==> config.mk <==
export PLATFORM = sky130hd
export DESIGN_NAME = hvd_score_store
export DESIGN_NICKNAME = d
export VERILOG_FILES = /design/src/sv/hmm_viterbi_online_decoder_core_defines.svh /design/src/sv/hvd_pkg.sv /design/src/sv/hvd_score_store.sv
export SDC_FILE = /design/constraint.sdc
export NUM_CORES = 1
export LEC_CHECK = 0
export ABC_AREA = 1
export ABC_CLOCK_PERIOD_IN_PS = 1900
export BUFFER_PORTS_ARGS = -buffer_cell sky130_fd_sc_hd__clkbuf_2
export CAP_MARGIN = 20
export CORE_AREA = 2 2 472 286
export CTS_CLUSTER_DIAMETER = 80
export DETAILED_ROUTE_END_ITERATION = 10
export DIE_AREA = 0 0 474 288
export HOLD_SLACK_MARGIN = 0.05
export SLEW_MARGIN = 20
export SYNTH_ARGS = -nofsm -noshare
export SYNTH_HDL_FRONTEND = slang
export SYNTH_SLANG_ARGS = --single-unit
export TNS_END_PERCENT = 5
==> constraint.sdc <==
create_clock -name clk -period 1.9 [get_ports clk]
set_input_delay 0 -clock clk [delete_from_list [all_inputs] [get_ports clk]]
set_output_delay 0 -clock clk [all_outputs]
set_load 0.01 [all_outputs]
==> src/sv/hmm_viterbi_online_decoder_core_defines.svh <==
// Assertion macros for the online HMM Viterbi decoder.
// Depends on nothing; taken in by the top level with `include.
`ifndef HMM_VITERBI_ONLINE_DECODER_CORE_DEFINES_SVH
`define HMM_VITERBI_ONLINE_DECODER_CORE_DEFINES_SVH
`ifndef SYNTHESIS
// Same-cycle implication.
`define HVD_ASSERT_IMP(lbl, ck, rs, ante, cons) \
  lbl: assert property (@(posedge ck) disable iff (rs) (ante) |-> (cons)) \
    else $error("hvd assertion failed");
// Next-cycle implication.
`define HVD_ASSERT_NXT(lbl, ck, rs, ante, cons) \
  lbl: assert property (@(posedge ck) disable iff (rs) (ante) |=> (cons)) \
    else $error("hvd assertion failed");
`else
`define HVD_ASSERT_IMP(lbl, ck, rs, ante, cons)
`define HVD_ASSERT_NXT(lbl, ck, rs, ante, cons)
`endif
`endif

==> src/sv/hvd_pkg.sv <==
// Shared types, codes and default constants of the HMM Viterbi decoder.
// Depends on nothing.
`timescale 1ns / 1ps
`default_nettype none
package hvd_pkg;
  localparam int DEF_NUM_STATES  = 8;
  localparam int DEF_MAX_STEPS   = 1024;
  localparam int DEF_METRIC_WIDTH = 32;
  localparam logic signed [15:0] LOG_NEG_INF = 16'sh8000;

  typedef enum logic [2:0] {
    FN_LD_TRANS = 3'd0,
    FN_LD_START = 3'd1,
    FN_LD_FINAL = 3'd2,
    FN_LD_LABEL = 3'd3,
    FN_EMIT     = 3'd4,
    FN_STOP     = 3'd5,
    FN_TRACE    = 3'd6,
    FN_CLEAR    = 3'd7
  } func_e_t;

  typedef enum logic [1:0] {
    ST_OK      = 2'd0,
    ST_FULL    = 2'd1,
    ST_NOSTEPS = 2'd2,
    ST_BAD     = 2'd3
  } status_t;

  typedef enum logic [3:0] {
    S_IDLE, S_DISP, S_CLR, S_RD, S_ADD, S_CMP, S_FIN, S_TBRD, S_TBOUT
  } fsm_t;

  typedef enum logic [1:0] {
    LM_FIRST, LM_EMIT, LM_STOP, LM_BEST
  } loop_mode_t;

  typedef struct packed {
    func_e_t            func;
    logic [2:0]         row_index;
    logic [2:0]         col_index;
    logic signed [15:0] log_value;
    logic               step_last;
  } in_t;

  typedef struct packed {
    status_t            status;
    logic signed [15:0] state_label;
    logic [2:0]         best_state;
    logic               trace_done;
  } out_t;

  typedef struct packed {
    logic               en;
    func_e_t            sel;
    logic [2:0]         row;
    logic [2:0]         col;
    logic signed [15:0] data;
  } tbl_wr_t;
endpackage
`default_nettype wire

==> src/sv/hvd_score_store.sv <==
// Score and label tables: transitions, start, final and labels, registered reads.
// Depends on hvd_pkg.
`timescale 1ns / 1ps
`default_nettype none
module hvd_score_store #(
  parameter int NUM_STATES = hvd_pkg::DEF_NUM_STATES
) (
  input  wire logic                 clk,
  input  wire hvd_pkg::tbl_wr_t     wr,
  input  wire logic [2*$clog2(NUM_STATES)-1:0] trans_raddr,
  input  wire logic [$clog2(NUM_STATES)-1:0]   vec_raddr,
  output logic signed [15:0]        trans_rdata,
  output logic signed [15:0]        start_rdata,
  output logic signed [15:0]        final_rdata,
  output logic signed [15:0]        label_rdata
);
  localparam int SW = $clog2(NUM_STATES);

  logic signed [15:0] trans_mem [1 << (2*SW)];
  logic signed [15:0] start_mem [1 << SW];
  logic signed [15:0] final_mem [1 << SW];
  logic signed [15:0] label_mem [1 << SW];

  always_ff @(posedge clk) begin
    if (wr.en) begin
      unique case (wr.sel)
        hvd_pkg::FN_LD_TRANS: trans_mem[{SW'(wr.row), SW'(wr.col)}] <= wr.data;
        hvd_pkg::FN_LD_START: start_mem[SW'(wr.row)] <= wr.data;
        hvd_pkg::FN_LD_FINAL: final_mem[SW'(wr.row)] <= wr.data;
        hvd_pkg::FN_LD_LABEL: label_mem[SW'(wr.row)] <= wr.data;
        default: ;
      endcase
    end
    trans_rdata <= trans_mem[trans_raddr];
    start_rdata <= start_mem[vec_raddr];
    final_rdata <= final_mem[vec_raddr];
    label_rdata <= label_mem[vec_raddr];
  end
endmodule
`default_nettype wire

==> flow_metrics.tcl <==
set metrics [dict create \
    numPortBuffers 99 \
    finalHoldViolCount 0 \
    syn_to_final_growth_pct 17.1 \
    leakage_nw 24.0 \
    dp.cells 6602 \
    drc 0 \
    grt_pass1_wl_um 242000 \
    final-setup-viol-count 0 \
    synth_cells 4691 \
    hpwl_um 99900 \
    mappedNetlistNets 4727 \
    ir_worst_vdd_v 0.000726 \
    core_um2 133000 \
    grt_max_degree 89 \
    syn_area_um2 57900 \
    ant_nets 0 \
    die_w_um 474 \
    grt_use_total_pct 24.1 \
    yosys_warnings 0 \
    boundaryPins 100 \
    r2r-end "trans_rdata[6]" \
    drt-total-wl_um 166000 \
    multiInputGateArea_um2 12500 \
    rsz0062_at_grt "yes" \
    clockRootBuffer "clkbuf_16" \
    fin_nets 5017 \
    layoutNonFillerInstCount 6896 \
    cts_sinks 1472 \
    status "complete, no violations" \
    htreeDepth 4 \
    final_cell_mix "edfxtp_1, nand2_1, nand3_1" \
    hp-class "input pin to register" \
    clock_latency_ns 0.76 \
    dieArea_um2 137000 \
    fill_cells 11300 \
    grt-ovfl-total 0 \
    slew-limit-headroom_pct 46.9 \
    grt_pass1_vias 35300 \
    start_util_pct 43.6 \
    critPathKind "input pin to register" \
    placementRows 104 \
    via_per_inst 5.51 \
    placed_cell_area_um2 62900 \
    required_ns 2.36 \
    power.density_nw_per_um2 1000 \
    drtPass1Iterations 6 \
    tightestPinTransition_ns 0.796 \
    drt-met1-wl_um 75500 \
    synth_cell_types 20 \
    ys_seq_elements 1472 \
    vias 38000 \
    design_area_um2 67800 \
    fin_skew_ns 0.0319 \
    finalCriticalPeriod_ns 1.86 \
    avgSynthCellArea_um2 12.3 \
    drv_slew 0 \
    startpoint "wr[24]" \
    max-cap-violations 0 \
    drtIter0Drc 5148 \
    crit_fanout 9 \
    die_h_um 288 \
    arrival_ns 2.32 \
    endpoint_kind "register" \
    hold_depth 6 \
    fmaxAchievable_mhz 539 \
    ys_seq_area_share_pct 75.3 \
    clockBufferDepth 3 \
    seq_area_um2 43600 \
    final_common_cell "edfxtp_1" \
    clkSlewWorstSetupHoldPaths_ns 0.07 \
    antenna_found_initial 5 \
    worstRegToRegCells 9 \
    crit_end "trans_mem[55][12]" \
    wl_met3_um 18300 \
    finalCritPeriodShare_pct 97.7 \
    tritoncts "built" \
    place.gp.congestion 0.878 \
    holdWs_ns 0.118 \
    crit_path_start_kind "input pin" \
    cts_buffers 138 \
    drive_gt1_share_pct 12.3 \
    topRoutingLayerUsed "met5" \
    wire_per_inst_um 24.1 \
    regToRegSetupSlack_ns 0.12 \
    wl_met2_um 68400 \
    worstReg2RegStart "trans_mem[63][6]" \
]
## power by group
part	leakage, nW	total [mW]	internal [mW]	switching (mW)
logic	8.68	4.63	1.35	3.27
clock network	2.16	27.5	15.3	12.1
registers	13.2	35.8	35.7	0.118
## cell usage after synthesis (all sizes together)
master | n | area (µm²)
a31oi | 48 | 300
buf | 234 | 1510
clkbuf | 68 | 258
clkinv | 1 | 3.75
dfxtp | 64 | 1280
edfxtp | 1408 | 42300
inv | 18 | 75.1
nand2 | 1306 | 4900
nand3 | 872 | 4360
nand4 | 4 | 25.0
nor2 | 428 | 1610
o21ai | 192 | 961
o22ai | 48 | 300
## worst max-delay path: stages
cell and delay (ns):
dlygate4sd3_1 0.53, clkbuf_2 0.10, inv_1 0.11, nand4_1 0.29
buf_4 0.25, nor2_1 0.15, buf_4 0.15, nand2_1 0.09
buf_4 0.19, nor2_1 0.21, buf_4 0.25
## kinds of logic (layout without fill, tap and decap cells)
kind of cell    Yosys count  count (layout)  share of synthesized area, %
other cells               0               2                             0
simple gates           2610            2610                          18.8
flops                  1472            1472                          75.3
buf+inv                 321             722                          3.19
compound gates          288             288                          2.70
## worst min-delay path by stage
stage	slack [ns]	end	start
after global placement	0.39	start_rdata[2]	start_rdata[2]
after CTS	0.06	trans_mem[52][6]	wr[18]
after global routing	0.11	trans_mem[52][6]	wr[18]
after floorplan	0.1	final_mem[0][0]	wr[0]
after detailed placement	0.39	label_rdata[8]	label_rdata[8]
final	0.12	trans_mem[52][6]	wr[18]
## metal layers
metal	global-route usage [%]	up-vias
li1	-	17200
met1	37.4	18800
met2	32.5	1711
met3	7.39	243
met4	6.39	2
met5	0	-
## timing repair
| action | CTS | global route |
|---|---|---|
| hold buffers | 41 | 0 |
| endpoints found under the setup margin | 0 | 4 |
| gates resized for setup | 0 | 9 |
| endpoints found under the hold margin | 1553 | 0 |
| buffers inserted | 0 | 0 |
## area by class of cell
class                      instances  share of cell area [%]
antenna                            2                 0.00738
inverter                          19                   0.151
sequential                      1472                    64.3
tap                             1802                    3.33
clock buffer                     187                    5.66
clock inverter                    64                   0.853
multi-input combinational       2898                    18.4
timing repair buffer             452                    7.30
## state kept, by name (all words and copies together) (netlist names)
name	flops
trans_mem	1024
final_mem	128
label_mem	128
start_mem	128
final_rdata	16
label_rdata	16
start_rdata	16
trans_rdata	16
## stage by stage
stage	util, %	worst slack [ns]	power [mW]	setup TNS [ns]
floorplan	-	0.235	38.7	0
global placement	47.4	-0.182	41.0	-14.93
detailed placement	47.4	-0.212	41.0	-20.51
CTS	51.0	0.0618	68.3	0
global route	51.0	-0.00341	69.9	-0.00467
finish	51.0	0.0446	67.9	0
Note: power is estimated with default switching activity, not from simulation.
